### config.mk
export PLATFORM = sky130hd
export DESIGN_NAME = i2c_master_transfer_sequencer_flat
export DESIGN_NICKNAME = d
export VERILOG_FILES = /design/src/sv/i2cmts_pkg.sv /design/src/sv/i2cmts_if.sv /design/src/sv/i2c_master_transfer_sequencer.sv /design/src/sv/i2cmts_step.sv /design/src/flat_wrapper.sv
export SDC_FILE = /design/constraint.sdc
export NUM_CORES = 1
export LEC_CHECK = 0
export BUFFER_PORTS_ARGS = -buffer_cell sky130_fd_sc_hd__buf_2
export CORE_UTILIZATION = 45
export DETAILED_ROUTE_END_ITERATION = 10
export PLACE_DENSITY_LB_ADDON = 0.25
export SLEW_MARGIN = 20
export SYNTH_ARGS = -nofsm -noshare
export SYNTH_HDL_FRONTEND = slang
export SYNTH_SLANG_ARGS = --single-unit
### constraint.sdc
create_clock -name clk -period 5.5 [get_ports clk]
set_input_delay 0.275 -clock clk [delete_from_list [all_inputs] [get_ports clk]]
set_output_delay 0.275 -clock clk [all_outputs]
set_load 0.01 [all_outputs]
### src/sv/i2cmts_pkg.sv
// types, codes and constants of the i2c master transfer sequencer
package i2cmts_pkg;

  localparam int WRITE_BUFFER_DEPTH_DEFAULT = 64;

  // item operation codes
  typedef enum logic [1:0] {
    OP_START = 2'd0,
    OP_LOAD  = 2'd1,
    OP_EVENT = 2'd2
  } op_t;

  // acknowledge control codes
  typedef enum logic [1:0] {
    ACK_KEEP = 2'd0,
    ACK_ACK  = 2'd1,
    ACK_NACK = 2'd2
  } ack_t;

  // bus engine status codes
  localparam logic [7:0] ST_START       = 8'h08;
  localparam logic [7:0] ST_RSTART      = 8'h10;
  localparam logic [7:0] ST_SLA_W_ACK   = 8'h18;
  localparam logic [7:0] ST_DATA_W_ACK  = 8'h28;
  localparam logic [7:0] ST_ARB_LOST    = 8'h38;
  localparam logic [7:0] ST_SLA_R_ACK   = 8'h40;
  localparam logic [7:0] ST_DATA_R_ACK  = 8'h50;
  localparam logic [7:0] ST_DATA_R_NACK = 8'h58;

  // input item
  typedef struct packed {
    logic [1:0] op;
    logic [6:0] device_address;
    logic       read_flag;
    logic [7:0] register_address;
    logic [7:0] byte_count;
    logic [7:0] write_byte;
    logic [7:0] status_code;
    logic [7:0] received_byte;
  } in_item_t;

  // result item
  typedef struct packed {
    logic       tx_valid;
    logic [7:0] tx_byte;
    logic       set_start;
    logic       clear_start;
    logic [1:0] ack_control;
    logic       set_stop;
    logic       release_si;
    logic       rx_valid;
    logic [7:0] rx_byte;
    logic       done_res;
    logic       failed;
    logic [7:0] fail_status;
  } out_item_t;

  // transfer control state
  typedef struct packed {
    logic       busy;
    logic [7:0] target_address_rw;
    logic [7:0] first_register;
    logic [7:0] bytes_left;
  } ctrl_t;

  // write queue commands from the step logic
  typedef struct packed {
    logic load;
    logic pop;
    logic clear;
    logic rewind;
  } buf_cmd_t;

  // write queue status seen by the step logic
  typedef struct packed {
    logic       full;
    logic       count_over;
    logic       read_ok;
    logic [7:0] read_data;
  } buf_stat_t;

endpackage

### src/sv/i2cmts_if.sv
// valid/ready channels carrying input and result items
interface i2cmts_in_if;
  logic       valid;
  logic       ready;
  logic [1:0] op;
  logic [6:0] device_address;
  logic       read_flag;
  logic [7:0] register_address;
  logic [7:0] byte_count;
  logic [7:0] write_byte;
  logic [7:0] status_code;
  logic [7:0] received_byte;

  modport source (
    output valid, op, device_address, read_flag, register_address, byte_count,
           write_byte, status_code, received_byte,
    input  ready
  );
  modport sink (
    input  valid, op, device_address, read_flag, register_address, byte_count,
           write_byte, status_code, received_byte,
    output ready
  );
endinterface

interface i2cmts_out_if;
  logic       valid;
  logic       ready;
  logic       tx_valid;
  logic [7:0] tx_byte;
  logic       set_start;
  logic       clear_start;
  logic [1:0] ack_control;
  logic       set_stop;
  logic       release_si;
  logic       rx_valid;
  logic [7:0] rx_byte;
  logic       done_res;
  logic       failed;
  logic [7:0] fail_status;

  modport source (
    output valid, tx_valid, tx_byte, set_start, clear_start, ack_control, set_stop,
           release_si, rx_valid, rx_byte, done_res, failed, fail_status,
    input  ready
  );
  modport sink (
    input  valid, tx_valid, tx_byte, set_start, clear_start, ack_control, set_stop,
           release_si, rx_valid, rx_byte, done_res, failed, fail_status,
    output ready
  );
endinterface

### src/sv/i2c_master_transfer_sequencer.sv
// accepted items are processed in the input register, results offered from the result register
// one item per cycle unless the output stalls; no-result items (loads, idle events) add no bubble
// the write queue is a one-port-write memory with a registered read kept at the current read index
// reset: synchronous, clears control state, queue indices and both stage valids
// queue contents are not cleared; entries are only read after they are written
// top level of the i2c master transfer sequencer
module i2c_master_transfer_sequencer #(
  parameter int WRITE_BUFFER_DEPTH = i2cmts_pkg::WRITE_BUFFER_DEPTH_DEFAULT
) (
  input logic         clk,
  input logic         rst,
  i2cmts_in_if.sink   in_ch,
  i2cmts_out_if.source out_ch
);

  localparam int FW = $clog2(WRITE_BUFFER_DEPTH + 1);
  localparam int AW = (WRITE_BUFFER_DEPTH > 1) ? $clog2(WRITE_BUFFER_DEPTH) : 1;
  localparam logic [FW-1:0] DEPTH_W = FW'(WRITE_BUFFER_DEPTH);

  logic                  s1_valid;
  i2cmts_pkg::in_item_t  s1_item;
  i2cmts_pkg::in_item_t  in_item;
  logic                  out_valid;
  i2cmts_pkg::out_item_t out_item;
  i2cmts_pkg::ctrl_t     ctrl;
  i2cmts_pkg::ctrl_t     ctrl_next;
  i2cmts_pkg::buf_cmd_t  cmd;
  i2cmts_pkg::buf_stat_t stat;
  i2cmts_pkg::out_item_t res;
  logic                  has_res;
  logic                  out_free;
  logic                  s1_go;
  logic                  take;
  logic [FW-1:0]         fill;
  logic [FW-1:0]         fill_next;
  logic [FW-1:0]         rd_idx;
  logic [FW-1:0]         rd_idx_next;
  logic                  wr_en;
  logic [7:0]            rd_data;
  logic [7:0]            mem [WRITE_BUFFER_DEPTH];

  // gather the input item
  assign in_item = '{op: in_ch.op, device_address: in_ch.device_address,
                     read_flag: in_ch.read_flag, register_address: in_ch.register_address,
                     byte_count: in_ch.byte_count, write_byte: in_ch.write_byte,
                     status_code: in_ch.status_code, received_byte: in_ch.received_byte};

  // stage handshake
  assign out_free    = !out_valid || out_ch.ready;
  assign s1_go       = s1_valid && (!has_res || out_free);
  assign in_ch.ready = !s1_valid || s1_go;
  assign take        = in_ch.valid && in_ch.ready;

  // queue status for the step logic
  assign stat.full       = (fill >= DEPTH_W);
  assign stat.count_over = (9'(s1_item.byte_count) > 9'(fill));
  assign stat.read_ok    = (rd_idx < fill);
  assign stat.read_data  = rd_data;

  i2cmts_step u_step (
    .item      (s1_item),
    .ctrl      (ctrl),
    .stat      (stat),
    .ctrl_next (ctrl_next),
    .cmd       (cmd),
    .has_res   (has_res),
    .res       (res)
  );

  // queue index updates
  assign wr_en = s1_go && cmd.load;
  always_comb begin
    fill_next   = fill;
    rd_idx_next = rd_idx;
    if (s1_go) begin
      if (cmd.clear) begin
        fill_next = '0;
      end else if (cmd.load) begin
        fill_next = fill + FW'(1);
      end
      if (cmd.clear || cmd.rewind) begin
        rd_idx_next = '0;
      end else if (cmd.pop) begin
        rd_idx_next = rd_idx + FW'(1);
      end
    end
  end

  // write queue memory, read data follows the next read index with write bypass
  always_ff @(posedge clk) begin
    if (wr_en) begin
      mem[fill[AW-1:0]] <= s1_item.write_byte;
    end
    if (wr_en && (fill == rd_idx_next)) begin
      rd_data <= s1_item.write_byte;
    end else begin
      rd_data <= mem[rd_idx_next[AW-1:0]];
    end
  end

  // control state and queue indices
  always_ff @(posedge clk) begin
    if (rst) begin
      ctrl   <= '0;
      fill   <= '0;
      rd_idx <= '0;
    end else begin
      if (s1_go) begin
        ctrl <= ctrl_next;
      end
      fill   <= fill_next;
      rd_idx <= rd_idx_next;
    end
  end

  // input register
  always_ff @(posedge clk) begin
    if (rst) begin
      s1_valid <= 1'b0;
    end else if (in_ch.ready) begin
      s1_valid <= in_ch.valid;
    end
  end

  always_ff @(posedge clk) begin
    if (take) begin
      s1_item <= in_item;
    end
  end

  // result register
  always_ff @(posedge clk) begin
    if (rst) begin
      out_valid <= 1'b0;
    end else if (out_free) begin
      out_valid <= s1_go && has_res;
    end
  end

  always_ff @(posedge clk) begin
    if (out_free && s1_go && has_res) begin
      out_item <= res;
    end
  end

  // drive the result channel
  assign out_ch.valid       = out_valid;
  assign out_ch.tx_valid    = out_item.tx_valid;
  assign out_ch.tx_byte     = out_item.tx_byte;
  assign out_ch.set_start   = out_item.set_start;
  assign out_ch.clear_start = out_item.clear_start;
  assign out_ch.ack_control = out_item.ack_control;
  assign out_ch.set_stop    = out_item.set_stop;
  assign out_ch.release_si  = out_item.release_si;
  assign out_ch.rx_valid    = out_item.rx_valid;
  assign out_ch.rx_byte     = out_item.rx_byte;
  assign out_ch.done_res    = out_item.done_res;
  assign out_ch.failed      = out_item.failed;
  assign out_ch.fail_status = out_item.fail_status;

endmodule

### src/sv/i2cmts_step.sv
// combinational step: one item against the control state gives result and updates
module i2cmts_step (
  input  i2cmts_pkg::in_item_t  item,
  input  i2cmts_pkg::ctrl_t     ctrl,
  input  i2cmts_pkg::buf_stat_t stat,
  output i2cmts_pkg::ctrl_t     ctrl_next,
  output i2cmts_pkg::buf_cmd_t  cmd,
  output logic                  has_res,
  output i2cmts_pkg::out_item_t res
);

  logic       is_read;
  logic [7:0] left_dec;

  assign is_read  = ctrl.target_address_rw[0];
  assign left_dec = (ctrl.bytes_left != 8'd0) ? ctrl.bytes_left - 8'd1 : 8'd0;

  always_comb begin
    ctrl_next = ctrl;
    cmd       = '0;
    has_res   = 1'b0;
    res       = '0;
    case (i2cmts_pkg::op_t'(item.op))
      // new transfer, rejected while busy or when a write finds the queue short
      i2cmts_pkg::OP_START: begin
        has_res = 1'b1;
        if (ctrl.busy || (!item.read_flag && stat.count_over)) begin
          res.failed = 1'b1;
        end else begin
          ctrl_next.busy              = 1'b1;
          ctrl_next.target_address_rw = {item.device_address, item.read_flag};
          ctrl_next.first_register    = item.register_address;
          ctrl_next.bytes_left        = item.byte_count;
          cmd.rewind                  = 1'b1;
          res.set_start               = 1'b1;
        end
      end
      // queue a write byte while idle and the queue is not full
      i2cmts_pkg::OP_LOAD: begin
        cmd.load = !ctrl.busy && !stat.full;
      end
      // bus status event
      i2cmts_pkg::OP_EVENT: begin
        if (ctrl.busy) begin
          has_res = 1'b1;
          case (item.status_code)
            i2cmts_pkg::ST_START: begin
              res.tx_valid   = 1'b1;
              res.tx_byte    = {ctrl.target_address_rw[7:1], 1'b0};
              res.release_si = 1'b1;
            end
            i2cmts_pkg::ST_RSTART: begin
              res.tx_valid   = 1'b1;
              res.tx_byte    = {ctrl.target_address_rw[7:1], 1'b1};
              res.release_si = 1'b1;
            end
            i2cmts_pkg::ST_SLA_W_ACK: begin
              res.clear_start = 1'b1;
              if (ctrl.bytes_left == 8'd0) begin
                res.set_stop   = 1'b1;
                res.release_si = 1'b1;
                res.done_res   = 1'b1;
                ctrl_next.busy = 1'b0;
                cmd.clear      = 1'b1;
              end else begin
                res.tx_valid   = 1'b1;
                res.tx_byte    = ctrl.first_register;
                res.release_si = 1'b1;
              end
            end
            i2cmts_pkg::ST_DATA_W_ACK: begin
              if (is_read) begin
                res.set_start  = 1'b1;
                res.release_si = 1'b1;
              end else if (ctrl.bytes_left == 8'd0) begin
                res.set_stop    = 1'b1;
                res.clear_start = 1'b1;
                res.release_si  = 1'b1;
                res.done_res    = 1'b1;
                ctrl_next.busy  = 1'b0;
                cmd.clear       = 1'b1;
              end else begin
                res.tx_valid         = 1'b1;
                res.tx_byte          = stat.read_ok ? stat.read_data : 8'd0;
                res.release_si       = 1'b1;
                ctrl_next.bytes_left = ctrl.bytes_left - 8'd1;
                cmd.pop              = 1'b1;
              end
            end
            i2cmts_pkg::ST_SLA_R_ACK: begin
              res.clear_start = 1'b1;
              res.ack_control = (ctrl.bytes_left > 8'd1) ? i2cmts_pkg::ACK_ACK
                                                         : i2cmts_pkg::ACK_NACK;
              res.release_si  = 1'b1;
            end
            i2cmts_pkg::ST_DATA_R_ACK: begin
              res.rx_valid         = 1'b1;
              res.rx_byte          = item.received_byte;
              ctrl_next.bytes_left = left_dec;
              res.ack_control      = (left_dec == 8'd1) ? i2cmts_pkg::ACK_NACK
                                                        : i2cmts_pkg::ACK_ACK;
              res.release_si       = 1'b1;
            end
            i2cmts_pkg::ST_DATA_R_NACK: begin
              res.rx_valid         = 1'b1;
              res.rx_byte          = item.received_byte;
              ctrl_next.bytes_left = 8'd0;
              res.set_stop         = 1'b1;
              res.clear_start      = 1'b1;
              res.release_si       = 1'b1;
              res.done_res         = 1'b1;
              ctrl_next.busy       = 1'b0;
              cmd.clear            = 1'b1;
            end
            // arbitration lost: end without stop or release
            i2cmts_pkg::ST_ARB_LOST: begin
              res.done_res    = 1'b1;
              res.failed      = 1'b1;
              res.fail_status = item.status_code;
              ctrl_next.busy  = 1'b0;
              cmd.clear       = 1'b1;
            end
            // bus error, nack or unknown status: fail with stop
            default: begin
              res.set_stop    = 1'b1;
              res.clear_start = 1'b1;
              res.release_si  = 1'b1;
              res.done_res    = 1'b1;
              res.failed      = 1'b1;
              res.fail_status = item.status_code;
              ctrl_next.busy  = 1'b0;
              cmd.clear       = 1'b1;
            end
          endcase
        end
      end
      default: begin
        has_res = 1'b0;
      end
    endcase
  end

endmodule

### src/flat_wrapper.sv
// flat-port wrapper written by rule: the top's interface ports become plain ports
module i2c_master_transfer_sequencer_flat 
#(
  parameter int WRITE_BUFFER_DEPTH = i2cmts_pkg::WRITE_BUFFER_DEPTH_DEFAULT
)
  (clk, rst, in_ch_valid, in_ch_op, in_ch_device_address, in_ch_read_flag, in_ch_register_address, in_ch_byte_count, in_ch_write_byte, in_ch_status_code, in_ch_received_byte, in_ch_ready, out_ch_valid, out_ch_tx_valid, out_ch_tx_byte, out_ch_set_start, out_ch_clear_start, out_ch_ack_control, out_ch_set_stop, out_ch_release_si, out_ch_rx_valid, out_ch_rx_byte, out_ch_done_res, out_ch_failed, out_ch_fail_status, out_ch_ready);
  i2cmts_in_if in_ch_i ();
  i2cmts_out_if out_ch_i ();
  input logic clk;
  input logic rst;
  input wire logic [$bits(in_ch_i.valid)-1:0] in_ch_valid;
  input wire logic [$bits(in_ch_i.op)-1:0] in_ch_op;
  input wire logic [$bits(in_ch_i.device_address)-1:0] in_ch_device_address;
  input wire logic [$bits(in_ch_i.read_flag)-1:0] in_ch_read_flag;
  input wire logic [$bits(in_ch_i.register_address)-1:0] in_ch_register_address;
  input wire logic [$bits(in_ch_i.byte_count)-1:0] in_ch_byte_count;
  input wire logic [$bits(in_ch_i.write_byte)-1:0] in_ch_write_byte;
  input wire logic [$bits(in_ch_i.status_code)-1:0] in_ch_status_code;
  input wire logic [$bits(in_ch_i.received_byte)-1:0] in_ch_received_byte;
  output wire logic [$bits(in_ch_i.ready)-1:0] in_ch_ready;
  output wire logic [$bits(out_ch_i.valid)-1:0] out_ch_valid;
  output wire logic [$bits(out_ch_i.tx_valid)-1:0] out_ch_tx_valid;
  output wire logic [$bits(out_ch_i.tx_byte)-1:0] out_ch_tx_byte;
  output wire logic [$bits(out_ch_i.set_start)-1:0] out_ch_set_start;
  output wire logic [$bits(out_ch_i.clear_start)-1:0] out_ch_clear_start;
  output wire logic [$bits(out_ch_i.ack_control)-1:0] out_ch_ack_control;
  output wire logic [$bits(out_ch_i.set_stop)-1:0] out_ch_set_stop;
  output wire logic [$bits(out_ch_i.release_si)-1:0] out_ch_release_si;
  output wire logic [$bits(out_ch_i.rx_valid)-1:0] out_ch_rx_valid;
  output wire logic [$bits(out_ch_i.rx_byte)-1:0] out_ch_rx_byte;
  output wire logic [$bits(out_ch_i.done_res)-1:0] out_ch_done_res;
  output wire logic [$bits(out_ch_i.failed)-1:0] out_ch_failed;
  output wire logic [$bits(out_ch_i.fail_status)-1:0] out_ch_fail_status;
  input wire logic [$bits(out_ch_i.ready)-1:0] out_ch_ready;
  assign in_ch_i.valid = in_ch_valid;
  assign in_ch_i.op = in_ch_op;
  assign in_ch_i.device_address = in_ch_device_address;
  assign in_ch_i.read_flag = in_ch_read_flag;
  assign in_ch_i.register_address = in_ch_register_address;
  assign in_ch_i.byte_count = in_ch_byte_count;
  assign in_ch_i.write_byte = in_ch_write_byte;
  assign in_ch_i.status_code = in_ch_status_code;
  assign in_ch_i.received_byte = in_ch_received_byte;
  assign in_ch_ready = in_ch_i.ready;
  assign out_ch_valid = out_ch_i.valid;
  assign out_ch_tx_valid = out_ch_i.tx_valid;
  assign out_ch_tx_byte = out_ch_i.tx_byte;
  assign out_ch_set_start = out_ch_i.set_start;
  assign out_ch_clear_start = out_ch_i.clear_start;
  assign out_ch_ack_control = out_ch_i.ack_control;
  assign out_ch_set_stop = out_ch_i.set_stop;
  assign out_ch_release_si = out_ch_i.release_si;
  assign out_ch_rx_valid = out_ch_i.rx_valid;
  assign out_ch_rx_byte = out_ch_i.rx_byte;
  assign out_ch_done_res = out_ch_i.done_res;
  assign out_ch_failed = out_ch_i.failed;
  assign out_ch_fail_status = out_ch_i.fail_status;
  assign out_ch_i.ready = out_ch_ready;
  i2c_master_transfer_sequencer #(.WRITE_BUFFER_DEPTH(WRITE_BUFFER_DEPTH)) u_core (.clk(clk), .rst(rst), .in_ch(in_ch_i), .out_ch(out_ch_i));
endmodule
### Word-level counts from Yosys, hierarchy flattened

Memory sizes are Yosys's and may differ from the RTL's.
Index checks and enable logic that the tools add are counted.
Widths: inputs -> output; s select.

| cells by class | value |
|---|---|
| $add $sub $neg | 3 |
| order comparisons | 4 |
| equality and inequality tests | 17 |
| muxes and demuxes | 52 |
| bitwise logic cells | 3 |
| reduce and logical (&&, ||, !) cells | 37 |

Operators by type and width:

| cell | count |
|---|---|
| $mux 25 | 2 |
| $mux 8 | 6 |
| $mux 9 | 5 |
| $pmux 9 s4 | 1 |
| $mux 7 | 5 |
| $eq 8x7->1 const B | 3 |
| $pmux 8 s3 | 1 |
| $eq 8x5->1 const B | 2 |
| $eq 8x6->1 const B | 2 |
| $mux 1 | 16 |
| $pmux 8 s2 | 1 |
| $add 7x1->7 const B | 2 |
| $pmux 1 s3 | 4 |
| $mux 2 | 5 |
| $pmux 1 s2 | 5 |
| $logic_and 1x1->1 | 9 |
| $reduce_and 3->1 | 3 |
| $reduce_or 9->1 | 1 |
| $eq 8x1->1 const B | 1 |
| $eq 8x4->1 const B | 1 |
| $gt 8x1->1 const B | 1 |
| $gt 8x7->1 | 1 |
| $logic_not 8->1 | 1 |
| $reduce_bool 8->1 | 1 |
| 22 further kinds | 37 |

| word-level totals | value |
|---|---|
| register bits | 133 |
| memory bits (writable) | 512 |
| input bits | 54 |
| output and inout port bits | 36 |
| memories | 1 |

Memories:

| memory | words | width | read ports | clocked after Yosys merged registers in | write ports | RTL line | RTL |
|---|---|---|---|---|---|---|---|
| u_core.mem | 64 | 8 | 1 | 0 | 1 | i2c_master_transfer_sequencer.sv:40 | `logic [7:0] mem [WRITE_BUFFER_DEPTH];` |

### Longest topological paths before layout

| depth | value |
|---|---|
| depth in word-level cells | 12 |
| depth in mapped cells | 16 |
| mapped depth without buffers | 12 |

### Cells and area by module

A second synthesis with hierarchy kept.

| unflattened totals | value |
|---|---|
| cells, all modules | 2014 |
| area total of the unflattened synthesis | 26990.9 µm² |

By module, submodules not included:

| module | times used | cells each | area an instance (µm²) | seq. area each (µm²) |
|---|---|---|---|---|
| i2c_master_transfer_sequencer | 1 | 1807 | 25592.0 | 18878.1 |
| i2cmts_step | 1 | 207 | 1398.8 | 0.0 |

### Worst setup path before layout

OpenSTA, ideal clock, no wires.

| timing | value |
|---|---|
| path kind | reg-to-reg |
| start point | reg u_core.s1_item[49] in the netlist's numbering |
| end point | reg u_core.s1_item[0] in the netlist's numbering (enable) |
| setup time | 488 ps |
| arrival time | 3340 ps |
| data required time | 5012 ps |
| slack | 1673 ps |
| stages on the path, launching flop included | 3 |
| buffers on the path | 0 |
| period minus slack after synthesis | 3827 ps |
| path through | edfxtp_1 > nand2b_1 > a31oi_1 |

| between the ends | value |
|---|---|
| word-level cells in the longest chain between the ends | 7 |
| elaborated cells on any way between the ends | 8 |

RTL lines:

| element | RTL line | RTL |
|---|---|---|
| start: declaration | i2c_master_transfer_sequencer.sv:21 | `i2cmts_pkg::in_item_t s1_item;` |
| start signal: assignment | i2c_master_transfer_sequencer.sv:127 | `s1_item <= in_item;` |
| $eq 2x2->1 or $logic_not 2->1 (tied branches) | i2cmts_step.sv:23 | `case (i2cmts_pkg::op_t'(item.op))` |
| $pmux 1 s2 (*) | i2cmts_step.sv:23 |  |
| $logic_not 1->1 (*) | i2c_master_transfer_sequencer.sv:50 | `assign s1_go = s1_valid && (!has_res \|\| out_free);` |
| $logic_or 1x1->1 (*) | i2c_master_transfer_sequencer.sv:50 |  |
| $logic_and 1x1->1 (*) | i2c_master_transfer_sequencer.sv:50 |  |
| $logic_or 1x1->1 (*) | i2c_master_transfer_sequencer.sv:51 | `assign in_ch.ready = !s1_valid \|\| s1_go;` |
| $logic_and 1x1->1 (*) | i2c_master_transfer_sequencer.sv:52 | `assign take = in_ch.valid && in_ch.ready;` |
| via u_core.take | i2c_master_transfer_sequencer.sv:33 | `logic take;` |

Mark *: on every way through the listed nets, which the timed path passes. The rest lies on a longest branch.
A chain may end at the register's enable or synchronous reset.

### Worst setup path in the final report

| timing | value |
|---|---|
| start point | reg u_core.s1_item[12] in the netlist's numbering |
| end point | reg u_core.rd_data[0] |

| between the ends | value |
|---|---|
| word-level cells in the longest chain between the ends | 11 |
| elaborated cells on any way between the ends | 19 |

RTL lines:

| element | RTL line | RTL |
|---|---|---|
| $eq 8x7->1, or another cell as far along | i2cmts_step.sv:46 | `case (item.status_code)` |
| $reduce_or 4->1 (no line) | -- |  |
| $pmux 1 s3 | i2cmts_step.sv:46 |  |
| $mux 2 (*) | i2cmts_step.sv:44 | `if (ctrl.busy) begin` |
| $mux 2 (*) | i2cmts_step.sv:23 |  |
| $logic_or 1x1->1 | i2c_master_transfer_sequencer.sv:81 | `if (cmd.clear \|\| cmd.rewind) begin` |
| $mux 7 (*) | i2c_master_transfer_sequencer.sv:81 |  |
| $mux 7 (*) | i2c_master_transfer_sequencer.sv:75 | `if (s1_go) begin` |
| parallel branches: the longest is 2 deep, another holds $mem_v2 64x8 | -- |  |
| $mux 8 (*) | i2c_master_transfer_sequencer.sv:94 | `if (wr_en && (fill == rd_idx_next)) begin` |
| end signal: assignment | i2c_master_transfer_sequencer.sv:95 | `rd_data <= s1_item.write_byte;` |
| end signal: assignment | i2c_master_transfer_sequencer.sv:97 | `rd_data <= mem[rd_idx_next[AW-1:0]];` |
| end: declaration | i2c_master_transfer_sequencer.sv:39 | `logic [7:0] rd_data;` |

Every way passes the cells marked *.

==> summary.md <==
| Metric | Value |
|---|---|
| Layout Nets | 2226 |
| Initial antenna violation count | 1 |
| Post-DRT Antenna Nets | 0 |
| TNS Setup | 0 ps |
| Register area | 18900 um^2 |
| CTS max path bufs | 3 |
| Fmax | 0.206 GHz |
| Req. time, crit path | 5990 ps |
| Layout cells sized above 1 | 14.5% |
| Seq/Total Area, Yosys | 70.3% |
| Post-Syn Nets | 2083 |
| Later-pin clock latency in the skew report | 610 ps |
| First-pass GRT wire length | 110 mm |
| Distinct cells, synth | 85 |
| Die Wd | 246 um |
| Area of the multi-input gates | 7480 um^2 |
| Async S/R FF share, synth | 0% |
| VDD IR max | 0.232 mV |
| Syn_area_per_cell | 13.4 um^2 |
| Fin. Hold Viols | 0 |
| Yosys reg bits | 645 |
| Root buf cell | clkbuf_16 |
| Max Cap Violations | 0 |
| Post-synth EDFFs | 596 |
| Ys Warns | 0 |
| Final Total Pwr | 10.1 mW |
| Clock skew | 25.4 ps |
| Starting Density | 45.5% |
| Wire per inst | 24.9 um |
| Final setup fails | 0 |
| Hold Crit Class | in -> reg |
| DIE AREA | 60700 um^2 |
| Vias in the first global route | 17200 |
| CP startpoint kind | flop |
| Pwr per Cell Area | 327 nW/um^2 |
| CTS tree | done |
| Slew at the pin closest to its max-slew limit | 1060 ps |
| Row Count | 89 |
| Post-Syn Instances | 2011 |
| Final slew viol count | 0 |
| RSZ-0062 raised after global routing | no |
| Period utilisation layout | 88.2% |
| Gr ovfl total | 0 |
| Leakage | 10.4 nW |
| Placed inst area | 28300 um^2 |
| DRT iter0 DRCs | 1850 |
| Fillers | 4963 |
| Crit path kind | reg -> reg |
| Fin area | 30900 um^2 |
| PnR worst setup slack | 649 ps |
| Tot GR Track Use | 24.4% |
| Worst Path Max Fanout | 18 |
| Largest net degree at the start of global routing | 78 |
| Post-Layout Cell Count | 2982 |
| Setup WS pre-CTS | 815 ps |
| Crit path DAT | 5340 ps |
| Via density | 5.99 |
| Layout Area Growth over Synthesis | 15.1% |
| Post-DP HPWL | 47.1 mm |
| I/O pins | 90 |
| DRC | 0 |
| Htree depth | 3 |
| # port buffers | 89 |
| Final Util | 52.4% |
| Drt first pass iters | 6 |
| Vias | 17900 |
| Worst hold slack | 133 ps |
| Die span in y | 246 um |
| Worst rel slew slack | 29.3% |
| Worst Setup End Kind | flop |
| Fin crit period | 4850 ps |
| Clk sink count | 645 |
| Top_reg_cell synth | edfxtp_1 |
| Worst-path clk slew | 60 ps |
| Post_cts resized | 0 |
| RePlAce Congestion | 0.990 |
| Number of buffers created by CTS | 70 |
| Core area | 59000 um^2 |
| Status | finished clean |
| Routed wire length | 74.4 mm |
| Synthesized area | 26900 um^2 |
| Number of placed instances with taps included | 2804 |
-- state kept, by name (all words and copies together) (netlist names), 8 cells and up --
name and count:
u_core.out_ch.tx_byte 8, u_core.s1_item 50, u_core.rd_data 8, u_core.ctrl 25, u_core.mem 512, u_core.out_ch.rx_byte 8
u_core.out_ch.fail_status 8
-- kinds of logic (layout without fill, tap and decap cells) --
kind of cell	Yosys count	after routing	synth area share, %
AOI/OAI and AO/OA	390	390	9.69
xor gates and xnor gates	18	18	0.587
adders and majority gates	18	18	0.838
buffers and inverters	141	338	2.24
DFF	645	645	70.3
muxes	106	106	4.25
other	0	1	0
and+or+nand+nor	693	693	12.1
-- timing repair --
action | CTS | global route
setup buffers | 0 | 0
hold endpoints to repair | 51 | 0
hold buffers | 51 | 0
-- final cells by class --
class	instances	share of cell area (%)
Sequential cell	645	61.0
Multi-Input combinational cell	1225	24.2
Clock buffer	88	6.09
Timing Repair Buffer	188	4.40
Tap cell	773	3.13
Clock inverter	38	0.834
Inverter	24	0.291
Antenna cell	1	0.00809
-- worst max-delay path: stages, from the launching register on --
cell       delay (ps)
edfxtp_1          630
or3b_4            510
a2111oi_0         400
a22oi_1           280
inv_2             160
nand2_2           380
nand3_1           700
mux2i_1           150
o21ai_1           200
nor4b_4           720
inv_1             270
a211o_1           330
-- where the power goes --
group          leakage (nW)  switching (mW)  internal [mW]
Sequential             5.78          0.0313           5.39
Combinational          3.62           0.176         0.0869
Clock                  1.04            1.89           2.53
-- cells in the final DEF (no fill, tap or decap), drive strengths merged, types with 11 or more instances in the layout --
| cell | count |
|---|---|
| nor4 | 25 |
| a31oi | 47 |
| a211oi | 20 |
| and3 | 16 |
| nand3 | 110 |
| o21ai | 74 |
| clkbuf | 88 |
| nand4 | 12 |
| nand2b | 13 |
| nor3 | 26 |
| and2 | 18 |
| ha | 18 |
| mux2i | 60 |
| edfxtp | 596 |
| nand2 | 270 |
| buf | 137 |
| dfxtp | 49 |
| xnor2 | 13 |
| nor2 | 163 |
| dlygate4sd3 | 51 |
| inv | 27 |
| o211a | 12 |
| o22ai | 11 |
| a21oi | 104 |
| o211ai | 16 |
| clkinv | 30 |
| mux2 | 44 |
-- synth_stat cells, drive strengths merged, types with 4 or more instances --
cell type | n | area [um^2]
nor3 | 26 | 156
o22ai | 11 | 68.8
o2111a | 6 | 67.6
or3 | 6 | 42.5
nand4 | 12 | 75.1
o21ai | 74 | 374
o221a | 6 | 67.6
o221ai | 10 | 87.6
ha | 18 | 225
mux2 | 44 | 495
buf | 44 | 238
o211ai | 16 | 120
and4 | 5 | 43.8
a21oi | 104 | 521
a22oi | 9 | 67.6
nor4b | 7 | 76.3
nand3 | 110 | 551
a21o | 4 | 30.0
nor2b | 9 | 56.3
a311oi | 4 | 35.0
o31ai | 4 | 30.0
and3 | 16 | 100
a31oi | 47 | 300
dfxtp | 49 | 981
clkbuf | 73 | 274
edfxtp | 596 | 17900
inv | 23 | 86.3
nand2b | 13 | 81.3
nor4 | 25 | 199
nand2 | 270 | 1020
nor2 | 163 | 622
o31a | 5 | 43.8
o211a | 12 | 120
a222oi | 7 | 70.1
xnor2 | 13 | 114
mux2i | 60 | 601
and2 | 18 | 113
o22a | 6 | 52.6
xor2 | 5 | 43.8
a211o | 10 | 87.6
a211oi | 20 | 150
-- routing by layer --
metal	vias to the layer above	wire length, um	share of wire, %	track usage (%)
met5	-	12	0.016	0
met4	2	2170	2.9	8.46
li1	7946	-	-	-
met1	8891	30800	41	33.0
met2	888	34900	47	39.5
met3	137	6410	8.6	4.60
-- worst paths after layout --
check                     startpoint  cells past startpoint                  end  slack (ps)
hold / removal          out_ch_ready                      4  u_core.out_ch.valid         130
setup / recovery  u_core.s1_item[12]                     11    u_core.rd_data[0]         650
setup reg to reg  u_core.s1_item[12]                     11    u_core.rd_data[0]         650
hold reg to reg      u_core.ctrl[23]                      2      u_core.ctrl[23]         460
(Power assumes the default switching activity.)
